## config.mk

```make
export PLATFORM = sky130hd
export DESIGN_NAME = memory_card_sector_transfer_top
export DESIGN_NICKNAME = d
export VERILOG_FILES = /design/src/rtl/mcst_pkg.sv /design/src/rtl/memory_card_sector_transfer_top.sv
export SDC_FILE = /design/constraint.sdc
export NUM_CORES = 1
export LEC_CHECK = 0
export BUFFER_PORTS_ARGS = -buffer_cell sky130_fd_sc_hd__buf_2
export CAP_MARGIN = 10
export CORE_MARGIN = 2
export CORE_UTILIZATION = 60
export CTS_BUF_LIST = sky130_fd_sc_hd__clkbuf_4 sky130_fd_sc_hd__clkbuf_8
export DETAILED_ROUTE_END_ITERATION = 10
export PLACE_DENSITY_LB_ADDON = 0.12
export SETUP_SLACK_MARGIN = 0.4
export SYNTH_ARGS = -nofsm -noshare
export SYNTH_HDL_FRONTEND = slang
export SYNTH_SLANG_ARGS = --single-unit
export TNS_END_PERCENT = 50
```

## constraint.sdc

```tcl
create_clock -name i_clk -period 3.9 [get_ports i_clk]
set_input_delay 0.39 -clock i_clk [delete_from_list [all_inputs] [get_ports i_clk]]
set_output_delay 0.39 -clock i_clk [all_outputs]
set_load 0.02 [all_outputs]
```

## src/rtl/mcst_pkg.sv

```systemverilog
// memory card sector transfer: shared codes and frame constants
// no dependencies; used by memory_card_sector_transfer_top
package mcst_pkg;

    // item kinds carried on the input tuser
    typedef enum logic [1:0] {
        FUNC_START   = 2'd0,
        FUNC_RX      = 2'd1,
        FUNC_TIMEOUT = 2'd2,
        FUNC_UNUSED  = 2'd3
    } t_func;

    // final transfer status
    typedef enum logic [2:0] {
        ST_OK       = 3'd0,
        ST_TIMEOUT  = 3'd1,
        ST_IO_ERROR = 3'd2,
        ST_MISSING  = 3'd3,
        ST_CHANGED  = 3'd4
    } t_status;

    // configuration register indexes
    localparam logic CFG_SESSION_OPEN = 1'b0;
    localparam logic CFG_CHANGE_GUARD = 1'b1;

    // bytes sent and expected on the wire
    localparam logic [7:0] CMD_HEADER  = 8'h81;
    localparam logic [7:0] CMD_WRITE   = 8'h57;
    localparam logic [7:0] CMD_READ    = 8'h52;
    localparam logic [7:0] ACK_ID1     = 8'h5a;
    localparam logic [7:0] ACK_ID2     = 8'h5d;
    localparam logic [7:0] ACK_CMD     = 8'h5c;
    localparam logic [7:0] END_GOOD    = 8'h47;

    // last frame position for each direction (frame length minus one)
    localparam logic [7:0] LAST_WRITE  = 8'd137;
    localparam logic [7:0] LAST_READ   = 8'd139;

endpackage

```

## src/rtl/memory_card_sector_transfer_top.sv

```systemverilog
// memory card sector transfer: framer for one sector read or write and
// checker of the card reply, byte by byte; depends on mcst_pkg
//
// datapath: an input beat passes the input register, then the per-byte framing
//   logic into the result register
// throughput: one input beat per cycle while the receiver keeps up, set by the single
//   result register that the framing logic writes every cycle it is free or being drained
// reset: synchronous, active low; clears transfer state, config and the
//   valid flags of both registers
module memory_card_sector_transfer_top (
    input  logic        i_clk,
    input  logic        i_rst_n,

    // configuration write channel
    input  logic        i_cfg_valid,
    output logic        o_cfg_ready,
    input  logic        i_cfg_index,
    input  logic        i_cfg_data,

    // input items
    input  logic        s_axis_tvalid,
    output logic        s_axis_tready,
    input  logic [31:0] s_axis_tdata,  // sector[9:0], writing[10], write_byte[18:11],
                                       // rx_byte[26:19], zero[31:27]
    input  logic [1:0]  s_axis_tuser,  // func[1:0]

    // result items
    output logic        m_axis_tvalid,
    input  logic        m_axis_tready,
    output logic [23:0] m_axis_tdata,  // tx_byte[7:0], read_byte[15:8], status[18:16],
                                       // zero[23:19]
    output logic [1:0]  m_axis_tuser,  // tx_valid[0], read_valid[1]
    output logic        m_axis_tlast   // done_res
);

    // configuration registers
    logic r_session_open;
    logic r_change_guard;

    // input register
    logic                 r_in_valid;
    mcst_pkg::t_func      r_in_func;
    logic [9:0]           r_in_sector;
    logic                 r_in_writing;
    logic [7:0]           r_in_wbyte;
    logic [7:0]           r_in_rx;

    // transfer state
    logic       r_busy,        n_busy;
    logic [7:0] r_byte_index,  n_byte_index;
    logic       r_write_mode,  n_write_mode;
    logic [9:0] r_sector,      n_sector;
    logic [7:0] r_send_sum,    n_send_sum;
    logic [7:0] r_reply_sum,   n_reply_sum;
    logic       r_frame_error, n_frame_error;

    // result register
    logic                 r_out_valid;
    logic [7:0]           r_out_tx;
    logic                 r_out_tx_valid;
    logic [7:0]           r_out_rd;
    logic                 r_out_rd_valid;
    logic                 r_out_done;
    mcst_pkg::t_status    r_out_status;

    // framing logic results
    logic                 w_fire;
    logic                 w_res_valid;
    logic [7:0]           w_tx;
    logic                 w_tx_valid;
    logic [7:0]           w_rd;
    logic                 w_rd_valid;
    logic                 w_done;
    mcst_pkg::t_status    w_status;
    logic [7:0]           w_last_pos;
    logic [7:0]           w_pos;
    logic [7:0]           w_sec_hi;
    logic [7:0]           w_sec_lo;

    // handshakes
    assign o_cfg_ready   = 1'b1;
    assign w_fire        = r_in_valid && (!r_out_valid || m_axis_tready);
    assign s_axis_tready = !r_in_valid || w_fire;

    // config writes
    always_ff @(posedge i_clk) begin
        if (!i_rst_n) begin
            r_session_open <= 1'b0;
            r_change_guard <= 1'b0;
        end else if (i_cfg_valid) begin
            case (i_cfg_index)
                mcst_pkg::CFG_SESSION_OPEN: r_session_open <= i_cfg_data;
                default:                    r_change_guard <= i_cfg_data;
            endcase
        end
    end

    // input register
    always_ff @(posedge i_clk) begin
        if (!i_rst_n) begin
            r_in_valid <= 1'b0;
        end else if (s_axis_tvalid && s_axis_tready) begin
            r_in_valid <= 1'b1;
        end else if (w_fire) begin
            r_in_valid <= 1'b0;
        end
    end

    always_ff @(posedge i_clk) begin
        if (s_axis_tvalid && s_axis_tready) begin
            r_in_func    <= mcst_pkg::t_func'(s_axis_tuser);
            r_in_sector  <= s_axis_tdata[9:0];
            r_in_writing <= s_axis_tdata[10];
            r_in_wbyte   <= s_axis_tdata[18:11];
            r_in_rx      <= s_axis_tdata[26:19];
        end
    end

    // per-byte framing and reply checks
    assign w_last_pos = r_write_mode ? mcst_pkg::LAST_WRITE : mcst_pkg::LAST_READ;
    assign w_pos      = r_byte_index + 8'd1;
    assign w_sec_hi   = {6'd0, r_sector[9:8]};
    assign w_sec_lo   = r_sector[7:0];

    always_comb begin
        n_busy        = r_busy;
        n_byte_index  = r_byte_index;
        n_write_mode  = r_write_mode;
        n_sector      = r_sector;
        n_send_sum    = r_send_sum;
        n_reply_sum   = r_reply_sum;
        n_frame_error = r_frame_error;
        w_res_valid   = 1'b0;
        w_tx          = 8'd0;
        w_tx_valid    = 1'b0;
        w_rd          = 8'd0;
        w_rd_valid    = 1'b0;
        w_done        = 1'b0;
        w_status      = mcst_pkg::ST_OK;

        case (r_in_func)
            // start: open a new frame or fail without a session
            mcst_pkg::FUNC_START: begin
                w_res_valid = 1'b1;
                if (!r_session_open) begin
                    n_busy   = 1'b0;
                    w_done   = 1'b1;
                    w_status = mcst_pkg::ST_IO_ERROR;
                end else begin
                    n_busy        = 1'b1;
                    n_byte_index  = 8'd0;
                    n_write_mode  = r_in_writing;
                    n_sector      = r_in_sector;
                    n_send_sum    = 8'd0;
                    n_reply_sum   = 8'd0;
                    n_frame_error = 1'b0;
                    w_tx          = mcst_pkg::CMD_HEADER;
                    w_tx_valid    = 1'b1;
                end
            end

            // timeout while busy: card missing on the first two bytes, else a timeout
            mcst_pkg::FUNC_TIMEOUT: begin
                if (r_busy) begin
                    n_busy      = 1'b0;
                    w_res_valid = 1'b1;
                    w_done      = 1'b1;
                    w_status    = (r_byte_index < 8'd2) ? mcst_pkg::ST_MISSING
                                                        : mcst_pkg::ST_TIMEOUT;
                end
            end

            // reply byte
            mcst_pkg::FUNC_RX: begin
                if (r_busy) begin
                    w_res_valid = 1'b1;
                    if (r_byte_index == 8'd1 && r_change_guard && r_in_rx[3]) begin
                        n_busy   = 1'b0;
                        w_done   = 1'b1;
                        w_status = mcst_pkg::ST_CHANGED;
                    end else begin
                        // common frame checks
                        if (r_byte_index == 8'd2 && r_in_rx != mcst_pkg::ACK_ID1)
                            n_frame_error = 1'b1;
                        if (r_byte_index == 8'd3 && r_in_rx != mcst_pkg::ACK_ID2)
                            n_frame_error = 1'b1;
                        if (r_byte_index == w_last_pos && r_in_rx != mcst_pkg::END_GOOD)
                            n_frame_error = 1'b1;
                        if (r_write_mode) begin
                            if (r_byte_index == 8'd135 && r_in_rx != mcst_pkg::ACK_CMD)
                                n_frame_error = 1'b1;
                            if (r_byte_index == 8'd136 && r_in_rx != mcst_pkg::ACK_ID2)
                                n_frame_error = 1'b1;
                        end else begin
                            if (r_byte_index == 8'd6 && r_in_rx != mcst_pkg::ACK_CMD)
                                n_frame_error = 1'b1;
                            if (r_byte_index == 8'd7 && r_in_rx != mcst_pkg::ACK_ID2)
                                n_frame_error = 1'b1;
                            if (r_byte_index == 8'd8 && r_in_rx != w_sec_hi)
                                n_frame_error = 1'b1;
                            if (r_byte_index == 8'd9 && r_in_rx != w_sec_lo)
                                n_frame_error = 1'b1;
                            if (r_byte_index >= 8'd8 && r_byte_index <= 8'd137)
                                n_reply_sum = r_reply_sum ^ r_in_rx;
                            if (r_byte_index == 8'd138 && r_in_rx != r_reply_sum)
                                n_frame_error = 1'b1;
                            if (r_byte_index >= 8'd10 && r_byte_index <= 8'd137) begin
                                w_rd       = r_in_rx;
                                w_rd_valid = 1'b1;
                            end
                        end

                        if (r_byte_index >= w_last_pos) begin
                            // end of frame
                            n_busy   = 1'b0;
                            w_done   = 1'b1;
                            w_status = n_frame_error ? mcst_pkg::ST_IO_ERROR
                                                     : mcst_pkg::ST_OK;
                        end else begin
                            // next byte to send
                            n_byte_index = w_pos;
                            w_tx_valid   = 1'b1;
                            case (w_pos)
                                8'd1: w_tx = r_write_mode ? mcst_pkg::CMD_WRITE
                                                          : mcst_pkg::CMD_READ;
                                8'd4: begin
                                    w_tx       = w_sec_hi;
                                    n_send_sum = r_send_sum ^ w_sec_hi;
                                end
                                8'd5: begin
                                    w_tx       = w_sec_lo;
                                    n_send_sum = r_send_sum ^ w_sec_lo;
                                end
                                default: begin
                                    if (r_write_mode && w_pos >= 8'd6 && w_pos <= 8'd133) begin
                                        w_tx       = r_in_wbyte;
                                        n_send_sum = r_send_sum ^ r_in_wbyte;
                                    end else if (r_write_mode && w_pos == 8'd134) begin
                                        w_tx = r_send_sum;
                                    end
                                end
                            endcase
                        end
                    end
                end
            end

            default: begin
                // unused kind: no result
            end
        endcase
    end

    // transfer state update
    always_ff @(posedge i_clk) begin
        if (!i_rst_n) begin
            r_busy        <= 1'b0;
            r_byte_index  <= 8'd0;
            r_write_mode  <= 1'b0;
            r_sector      <= 10'd0;
            r_send_sum    <= 8'd0;
            r_reply_sum   <= 8'd0;
            r_frame_error <= 1'b0;
        end else if (w_fire) begin
            r_busy        <= n_busy;
            r_byte_index  <= n_byte_index;
            r_write_mode  <= n_write_mode;
            r_sector      <= n_sector;
            r_send_sum    <= n_send_sum;
            r_reply_sum   <= n_reply_sum;
            r_frame_error <= n_frame_error;
        end
    end

    // result register
    always_ff @(posedge i_clk) begin
        if (!i_rst_n) begin
            r_out_valid <= 1'b0;
        end else if (w_fire) begin
            r_out_valid <= w_res_valid;
        end else if (m_axis_tready) begin
            r_out_valid <= 1'b0;
        end
    end

    always_ff @(posedge i_clk) begin
        if (w_fire && w_res_valid) begin
            r_out_tx       <= w_tx;
            r_out_tx_valid <= w_tx_valid;
            r_out_rd       <= w_rd;
            r_out_rd_valid <= w_rd_valid;
            r_out_done     <= w_done;
            r_out_status   <= w_status;
        end
    end

    // output beat packing
    assign m_axis_tvalid = r_out_valid;
    assign m_axis_tdata  = {5'd0, r_out_status, r_out_rd, r_out_tx};
    assign m_axis_tuser  = {r_out_rd_valid, r_out_tx_valid};
    assign m_axis_tlast  = r_out_done;

    // a finished transfer leaves the block idle
    a_done_clears_busy: assert property (@(posedge i_clk) disable iff (!i_rst_n)
        (w_fire && w_res_valid && w_done) |=> !r_busy)
        else $error("busy still set after a final result");

    // position never runs past the longer frame
    a_index_in_frame: assert property (@(posedge i_clk) disable iff (!i_rst_n)
        r_busy |-> (r_byte_index <= mcst_pkg::LAST_READ))
        else $error("byte index beyond frame");

    // a byte to send and a final status never share a beat
    a_tx_not_done: assert property (@(posedge i_clk) disable iff (!i_rst_n)
        r_out_valid |-> !(r_out_tx_valid && r_out_done))
        else $error("tx byte on a final beat");

    // status is only nonzero on a final beat
    a_status_only_done: assert property (@(posedge i_clk) disable iff (!i_rst_n)
        (r_out_valid && !r_out_done) |-> (r_out_status == mcst_pkg::ST_OK))
        else $error("status on a non-final beat");

    // write transfers never produce read payload
    a_no_read_in_write: assert property (@(posedge i_clk) disable iff (!i_rst_n)
        (w_fire && w_rd_valid) |-> (r_busy && !r_write_mode))
        else $error("read payload outside a read transfer");

endmodule

```

==> metrics.log, run 1 <==
[metrics] Sum Neg Setup Slack: 0 ns
[metrics] final worst path period need: 3.305 ns
[metrics] ratio of cells with drive above 1 in the final layout: 0.1698
[metrics] largest area contributor in the synthesized netlist: sky130_fd_sc_hd__edfxtp_1
[metrics] critical-path maximum fanout: 15
[metrics] max-capacitance violation count: 0
[metrics] switching power total: 0.4732 mW
[metrics] share of flip-flops with an asynchronous set or reset after synthesis: 0
[metrics] routability congestion estimate from global placement: 0.9259
[metrics] number of DRC markers after the initial detailed-route iteration: 282
[metrics] post-synthesis sequential element count: 92
[metrics] Area growth, synth to finish: 9.980%
[metrics] # clock sinks: 92
[metrics] top-area cell type share of the netlist area: 0.3092
[metrics] result of the run: finished, final reports clean
[metrics] length of the first detailed-routing pass in iterations: 5
[metrics] critical path startpoint category: register
[metrics] DP HPWL: 8.391 mm
[metrics] Critical Path AT: 3.59 ns
[metrics] Worst path top cell family by delay: compound AO/OA/AOI/OAI gates
[metrics] horizontal extent of the die: 94.85 microns
[metrics] overall routing resource usage: 0.2709
[metrics] commonest register cell after synthesis: sky130_fd_sc_hd__edfxtp_1
[metrics] first-pass GRT wire length: 18.48 mm
[metrics] unrepaired setup endpoints after global routing: false
[metrics] total congestion overflow: 0
[metrics] root buffer cell: sky130_fd_sc_hd__clkbuf_8
[metrics] required time of the critical path: 4.19 ns
[metrics] mean instance size in the synthesized netlist: 9.379 sq um
[metrics] clock tree from TritonCTS: built
[metrics] critical path cell sequence: inv_1, ha_1, and3_1, a31o_2, a21o_1, a211oi_4, o2111ai_4, or3_1, o221ai_1
[metrics] hold-fix buffer count after cts: 0
[metrics] Yosys warning total: 0
[metrics] overall power consumption: 1.813 mW
[metrics] sequential element share of the synthesized area: 0.4750
[metrics] power density relative to cell area: 332.9 nW/um^2
[metrics] Post-Syn Area: 4952 sq um
[metrics] vias in the first global route: 3787
[metrics] pin count of the biggest net entering global routing: 36
[metrics] minimum setup slack in the final design: 0.5949 ns
[metrics] total count of hold-check failures in the final report: 0
[metrics] worst setup timing slack at the placement stage: 0.6384 ns
[metrics] total vias in the final route: 4080
[metrics] Final Setup Violations: 0
[metrics] net count of the finished layout: 623
[metrics] std cell rows: 33
[metrics] slowest stage cell on the critical path: sky130_fd_sc_hd__dfxtp_1
[metrics] buffers and inverters on the worst path: 1
[metrics] Critical Path End Type: register
[metrics] leakage power: 2.068 nW
[metrics] Final Cycle Share: 0.8475
[metrics] clock transition at the register clock pins on the worst setup and hold paths after CTS: 0.10 ns
[metrics] placeable core region: 8093 sq um
[metrics] Least-Margin Pin Slew: 1.312 ns
[metrics] setup slack of the worst register-to-register path: 0.59 ns
[metrics] library cells used by synthesis: 69
[metrics] Port Buffers: 59
[metrics] storage element area: 2352 sq um
[metrics] detail-routed net length per standard cell: 17.08 microns
[metrics] count of flip-flops with a built-in enable after synthesis: 51
[metrics] Cells after Synth: 528
[metrics] most used cells in the layout excluding fill and tap cells: sky130_fd_sc_hd__nand2_1 (61), sky130_fd_sc_hd__buf_2 (59), sky130_fd_sc_hd__edfxtp_1 (51)
[metrics] setup fix buffers added after clock tree synthesis: 0
[metrics] Die Height: 94.85 microns
[metrics] footprint of the multi-input gates: 2344 sq um
[metrics] clock tree buffer depth: 2
[metrics] maximum resistive drop on vdd: 0.2078 mV
[metrics] post-detailed-placement cell area: 5243 sq um
[metrics] fraction of power consumed by the clock network: 0.353
[metrics] number of cells upsized or downsized after cts: 0
[metrics] number of top-level design ports: 71
[metrics] worst setup skew after layout: 0.01173 ns
[metrics] cells taking the most area after synthesis: sky130_fd_sc_hd__edfxtp_1 (31%), sky130_fd_sc_hd__dfxtp_1 (17%), sky130_fd_sc_hd__nand2_1 (4.6%)
[metrics] Inserted Clock Buffers: 9
[metrics] worst rel slew slack: 0.1255
[metrics] initial core utilization: 0.6119
[metrics] post-detailed-route count of antenna-violating nets: 0
[metrics] area of the die: 8997 sq um
[metrics] number of antenna violations at the first check in global routing: 0
[metrics] fin. max-slew vios: 0
[metrics] count of inserted antenna diode cells: 0
[metrics] fraction of power consumed by sequential logic: 0.590
[metrics] layout filler cell count: 682
[metrics] relative contribution of combinational cells to total power: 0.057
[metrics] Worst Setup Path Type: register to register
[metrics] Critical Path Max Stage Delay: 0.67 ns
[metrics] maximum clock frequency: 0.3026 GHz
[metrics] switching fraction of total power: 0.2610
[metrics] clock latency at the later pin of the worst-skew pair: 0.37 ns
[metrics] internal cell power: 1.340 mW
[metrics] level count of the clock H-tree: 3
[metrics] class of the tightest hold or removal check: primary input to register
[metrics] DRC Markers: 0
[metrics] vias per cell: 5.982
[metrics] post-route cell area: 5446 sq um
[metrics] Routed Wire Length: 11.65 mm
[metrics] most common library cell in the layout ignoring fill and taps: sky130_fd_sc_hd__nand2_1
==> state kept, by name, indices dropped and copies added, names as in the netlist, 3 cells and up <==
register / flops
r_byte_index: 8
r_in_rx: 8
r_in_sector: 10
r_in_wbyte: 8
r_out_rd: 8
r_out_status: 3
r_out_tx: 8
r_reply_sum: 8
r_sector: 10
r_send_sum: 8
==> worst paths after layout <==
kind,from,to,cells past startpoint
hold / removal,s_axis_tdata[1],r_in_sector[1]$_DFFE_PP_,1
setup / recovery,r_byte_index[1]$_SDFFE_PN0P_,r_send_sum[2]$_SDFFE_PN0P_,9
hold reg to reg,r_send_sum[1]$_SDFFE_PN0P_,r_send_sum[1]$_SDFFE_PN0P_,2
setup reg to reg,r_byte_index[1]$_SDFFE_PN0P_,r_send_sum[2]$_SDFFE_PN0P_,9
==> per-stage QoR <==
step | instances | hold WS, ns | util
3_3_place_gp | 666 | 0.4588 | 0.6478
5_1_grt | 682 | 0.1762 | 0.6730
6_report | 682 | 0.1898 | 0.6730
2_1_floorplan | 532 | 0.4386 | -
3_5_place_dp | 666 | 0.4736 | 0.6478
4_1_cts | 682 | 0.1812 | 0.6730
==> synthesized netlist by cell type, types with 11 or more instances <==
library cell               count
sky130_fd_sc_hd__edfxtp_1     51
sky130_fd_sc_hd__clkbuf_1     16
sky130_fd_sc_hd__nand3_1      23
sky130_fd_sc_hd__mux2i_1      11
sky130_fd_sc_hd__nand2_1      61
sky130_fd_sc_hd__nor2_1       47
sky130_fd_sc_hd__a21oi_1      43
sky130_fd_sc_hd__xnor2_1      11
sky130_fd_sc_hd__dfxtp_1      41
sky130_fd_sc_hd__inv_1        23
sky130_fd_sc_hd__o21ai_0      18
sky130_fd_sc_hd__or3_1        14
==> kinds of logic after synthesis <==
group / count (synthesis) / synth area share
buffers and inverters: 58 / 0.05583
other: 2 / 0.001516
xor gates and xnor gates: 19 / 0.03360
and+or+nand+nor: 205 / 0.2034
AOI/OAI and AO/OA: 131 / 0.1832
muxes: 11 / 0.02223
adders and majority gates: 10 / 0.02527
DFF: 92 / 0.4750
==> power groups by stage <==
stage	logic, mW	registers (mW)	clock network (mW)
final	0.104	1.07	0.639
after global routing	0.114	1.07	0.685
after CTS	0.103	1.07	0.652
after detailed placement	0.103	1.09	0
after global placement	0.0998	1.09	0
after floorplan	0.0683	1.09	0
==> layout make-up <==
type                       instances  area share
inverter                          24     0.01654
tap                              105     0.02412
sequential                        92      0.4319
multi-input combinational        382      0.4303
clock buffer                       9     0.02274
clock inverter                     7     0.01470
timing repair buffer              63     0.05973
==> layer usage <==
metal / routed length (microns) / global-route usage / vias to the layer above
li1: - / - / 1974
met1: 5093 / 0.3549 / 1941
met2: 5625 / 0.4450 / 144
met3: 690 / 0.05108 / 21
met4: 238 / 0.1051 / 0
met5: 0 / 0 / -
Note: power is estimated with default switching activity, not from simulation.
==> inputs of run 2 (changes only) <==
==> constraint.sdc (replaced) <==
create_clock -name i_clk -period 3.1 [get_ports i_clk]
set_input_delay 0.31 -clock i_clk [delete_from_list [all_inputs] [get_ports i_clk]]
set_output_delay 0.31 -clock i_clk [all_outputs]
set_load 0.02 [all_outputs]
==> metrics.log, run 2 (same netlist as run 1, synthesis figures left out) <==
[metrics] first-pass GRT wire length: 18.42 mm (-0.30%)
[metrics] internal cell power: 1.677 mW (+25%)
[metrics] count of inserted antenna diode cells: 0 (unchanged)
[metrics] post-detailed-placement cell area: 5346 sq um (+2.0%)
[metrics] clock transition at the register clock pins on the worst setup and hold paths after CTS: 0.09 ns (about the same)
[metrics] maximum resistive drop on vdd: 0.3242 mV (+56%)
[metrics] destination of the worst register-to-register timing path: r_send_sum[2]$_SDFFE_PN0P_
[metrics] post-route cell area: 5618 sq um (+3.1%)
[metrics] Worst Setup Path Type: register to register
[metrics] pin count of the biggest net entering global routing: 27 (-25%)
[metrics] most used cells in the layout excluding fill and tap cells: sky130_fd_sc_hd__nand2_1 (61), sky130_fd_sc_hd__buf_2 (59), sky130_fd_sc_hd__edfxtp_1 (51)
[metrics] placeable core region: 8093 sq um (unchanged)
[metrics] level count of the clock H-tree: 3 (unchanged)
[metrics] number of top-level design ports: 71 (unchanged)
[metrics] Worst path top cell family by delay: compound AO/OA/AOI/OAI gates
[metrics] end of the worst hold path: r_in_sector[1]$_DFFE_PP_
[metrics] Final Cycle Share: 0.8469 (about the same)
[metrics] root buffer cell: sky130_fd_sc_hd__clkbuf_8
[metrics] Die Height: 94.85 microns (unchanged)
[metrics] length of the first detailed-routing pass in iterations: 5 (unchanged)
[metrics] result of the run: finished, final reports clean
[metrics] leakage power: 2.151 nW (+4.0%)
[metrics] total count of hold-check failures in the final report: 0 (unchanged)
[metrics] Worst Hold Launch: s_axis_tdata[1]
[metrics] critical-path maximum fanout: 14 (-1)
[metrics] final worst path period need: 2.625 ns (-0.6798 ns)
[metrics] fraction of power consumed by sequential logic: 0.605 (+0.015)
[metrics] critical path cell sequence: buf_4, inv_1, ha_2, and3_1, a31o_2, a21o_4, a211oi_4, o2111ai_4, or3_1, o221ai_1
[metrics] net count of the finished layout: 637 (+2.2%)
[metrics] total congestion overflow: 0 (unchanged)
[metrics] number of cells on the worst reg-to-reg path: 10 (+1)
[metrics] std cell rows: 33 (unchanged)
[metrics] maximum clock frequency: 0.3809 GHz (+26%)
[metrics] post-detailed-route count of antenna-violating nets: 0 (unchanged)
[metrics] largest registers: r_in_sector x10, r_sector x10
[metrics] Cells on Worst Hold Path: 1 (unchanged)
[metrics] unrepaired setup endpoints after global routing: true
[metrics] fraction of power consumed by the clock network: 0.334 (-0.019)
[metrics] DP HPWL: 8.384 mm (about the same)
[metrics] class of the tightest hold or removal check: primary input to register
[metrics] routability congestion estimate from global placement: 0.9454 (+2.1%)
[metrics] worst rel slew slack: 0.5469 (+0.4215)
[metrics] worst setup skew after layout: 0.009845 ns (-0.001881 ns)
[metrics] number of DRC markers after the initial detailed-route iteration: 286 (+1.4%)
[metrics] switching fraction of total power: 0.2455 (-0.01552)
[metrics] required time of the critical path: 3.39 ns (-0.80 ns)
[metrics] worst hold margin: 0.1108 ns (-0.07896 ns)
[metrics] clock tree buffer depth: 2 (unchanged)
[metrics] relative contribution of combinational cells to total power: 0.061 (+0.004)
[metrics] setup slack of the worst register-to-register path: 0.47 ns (-0.12 ns)
[metrics] vias in the first global route: 3808 (+0.55%)
[metrics] area of the die: 8997 sq um (unchanged)
[metrics] detail-routed net length per standard cell: 16.55 microns (-3.1%)
[metrics] # clock sinks: 92 (unchanged)
[metrics] clock tree from TritonCTS: built
[metrics] Least-Margin Pin Slew: 0.6774 ns (-0.6344 ns)
[metrics] ratio of cells with drive above 1 in the final layout: 0.2115 (+0.04166)
[metrics] Critical Path End Type: register
[metrics] most common library cell in the layout ignoring fill and taps: sky130_fd_sc_hd__nand2_1
[metrics] critical path startpoint category: register
[metrics] vias per cell: 5.999 (+0.27%)
[metrics] clock latency at the later pin of the worst-skew pair: 0.37 ns (about the same)
[metrics] Critical Path AT: 2.91 ns (-0.68 ns)
[metrics] switching power total: 0.5454 mW (+15%)
[metrics] Final Setup Violations: 0 (unchanged)
[metrics] slowest stage cell on the critical path: sky130_fd_sc_hd__or3_1
[metrics] Area growth, synth to finish: 13.44%
[metrics] Port Buffers: 59 (unchanged)
[metrics] max-capacitance violation count: 0 (unchanged)
[metrics] DRC Markers: 0 (unchanged)
[metrics] buffers and inverters on the worst path: 2 (+1)
[metrics] power density relative to cell area: 395.5 nW/um^2 (+19%)
[metrics] initial core utilization: 0.6119 (unchanged)
[metrics] Critical Path Max Stage Delay: 0.38 ns (-0.29 ns)
[metrics] fin. max-slew vios: 0 (unchanged)
[metrics] Sum Neg Setup Slack: 0 ns (unchanged)
[metrics] number of antenna violations at the first check in global routing: 0 (unchanged)
[metrics] horizontal extent of the die: 94.85 microns (unchanged)
[metrics] layout filler cell count: 672 (-1.5%)
[metrics] reg-to-reg startpoint: r_byte_index[1]$_SDFFE_PN0P_
[metrics] Routed Wire Length: 11.52 mm (-1.1%)
[metrics] overall routing resource usage: 0.2681 (-0.002829)
[metrics] Inserted Clock Buffers: 9 (unchanged)
[metrics] total vias in the final route: 4175 (+2.3%)
==> run 2: cell count changes in the layout (fill, tap and decap cells not counted), moves of 2 or more <==
cell	change
sky130_fd_sc_hd__buf_4	+14
sky130_fd_sc_hd__clkinv_2	+2
sky130_fd_sc_hd__clkinv_8	-2
sky130_fd_sc_hd__ha_1	-2
sky130_fd_sc_hd__ha_2	+2
sky130_fd_sc_hd__nand3_4	+2
==> run 2: how the worst max path moves through the flow <==
stage | startpoint | end | slack, ns | depth (start not counted)
after floorplan | r_byte_index[1]$_SDFFE_PN0P_ | r_send_sum[2]$_SDFFE_PN0P_ | 0.60 | 10
after global placement | r_byte_index[0]$_SDFFE_PN0P_ | r_out_tx[0]$_DFFE_PP_ | 0.33 | 8
after detailed placement | r_byte_index[0]$_SDFFE_PN0P_ | r_out_tx[1]$_DFFE_PP_ | 0.23 | 8
after CTS | r_byte_index[0]$_SDFFE_PN0P_ | r_out_tx[1]$_DFFE_PP_ | 0.37 | 8
after global routing | r_byte_index[0]$_SDFFE_PN0P_ | r_out_tx[0]$_DFFE_PP_ | 0.38 | 8
final | r_byte_index[1]$_SDFFE_PN0P_ | r_send_sum[2]$_SDFFE_PN0P_ | 0.47 | 10
==> run 2: layout make-up <==
type                    count  area [sq um]  area share
inverters                  24         90.09     0.01604
multi-input cells         382          2436      0.4336
repair buffers             77         430.4     0.07661
well taps                 105         131.4     0.02339
flip-flops and latches     92          2352      0.4187
clock inverters             6         46.29    0.008241
clock buffers              10         131.4     0.02339
==> run 2: power groups by stage <==
| stage | sequential (mW) | combinational [mW] | clock, mW |
|---|---|---|---|
| floorplan | 1.37 | 0.0865 | 0 |
| global placement | 1.37 | 0.128 | 0 |
| detailed placement | 1.37 | 0.132 | 0 |
| CTS | 1.34 | 0.133 | 0.751 |
| global route | 1.35 | 0.149 | 0.794 |
| finish | 1.35 | 0.135 | 0.742 |
==> run 2: worst register-to-register path: cells and delay by family (launching register included) <==
family          cells  cell delay, ns
buf+inv             2            0.33
simple gates        2            0.55
fa+ha+maj           1            0.23
compound gates      5            1.10
flops               1            0.34
==> run 2: what timing repair did <==
action | in CTS | in global routing
pin swaps | 0 | 2
setup buffers | 0 | 1
resized for setup | 8 | 10
hold buffers | 0 | 0
endpoints found under the setup margin | 23 | 25
==> run 2: through the flow <==
step,util,power [mW],worst slack (ns),instances
floorplan,-,1.453,0.5965,532
global placement,0.6606,1.500,0.3313,679
detailed placement,0.6606,1.505,0.2280,679
CTS,0.6866,2.230,0.3674,695
global route,0.6942,2.293,0.3798,696
finish,0.6942,2.222,0.4747,696
==> run 2: per-layer routing <==
layer,track usage,vias up,routed length [microns]
met1,0.3656,1981,5061
met2,0.4291,162,5476
met3,0.05267,24,697
li1,-,2008,-
met5,0,-,0
met4,0.09058,0,285
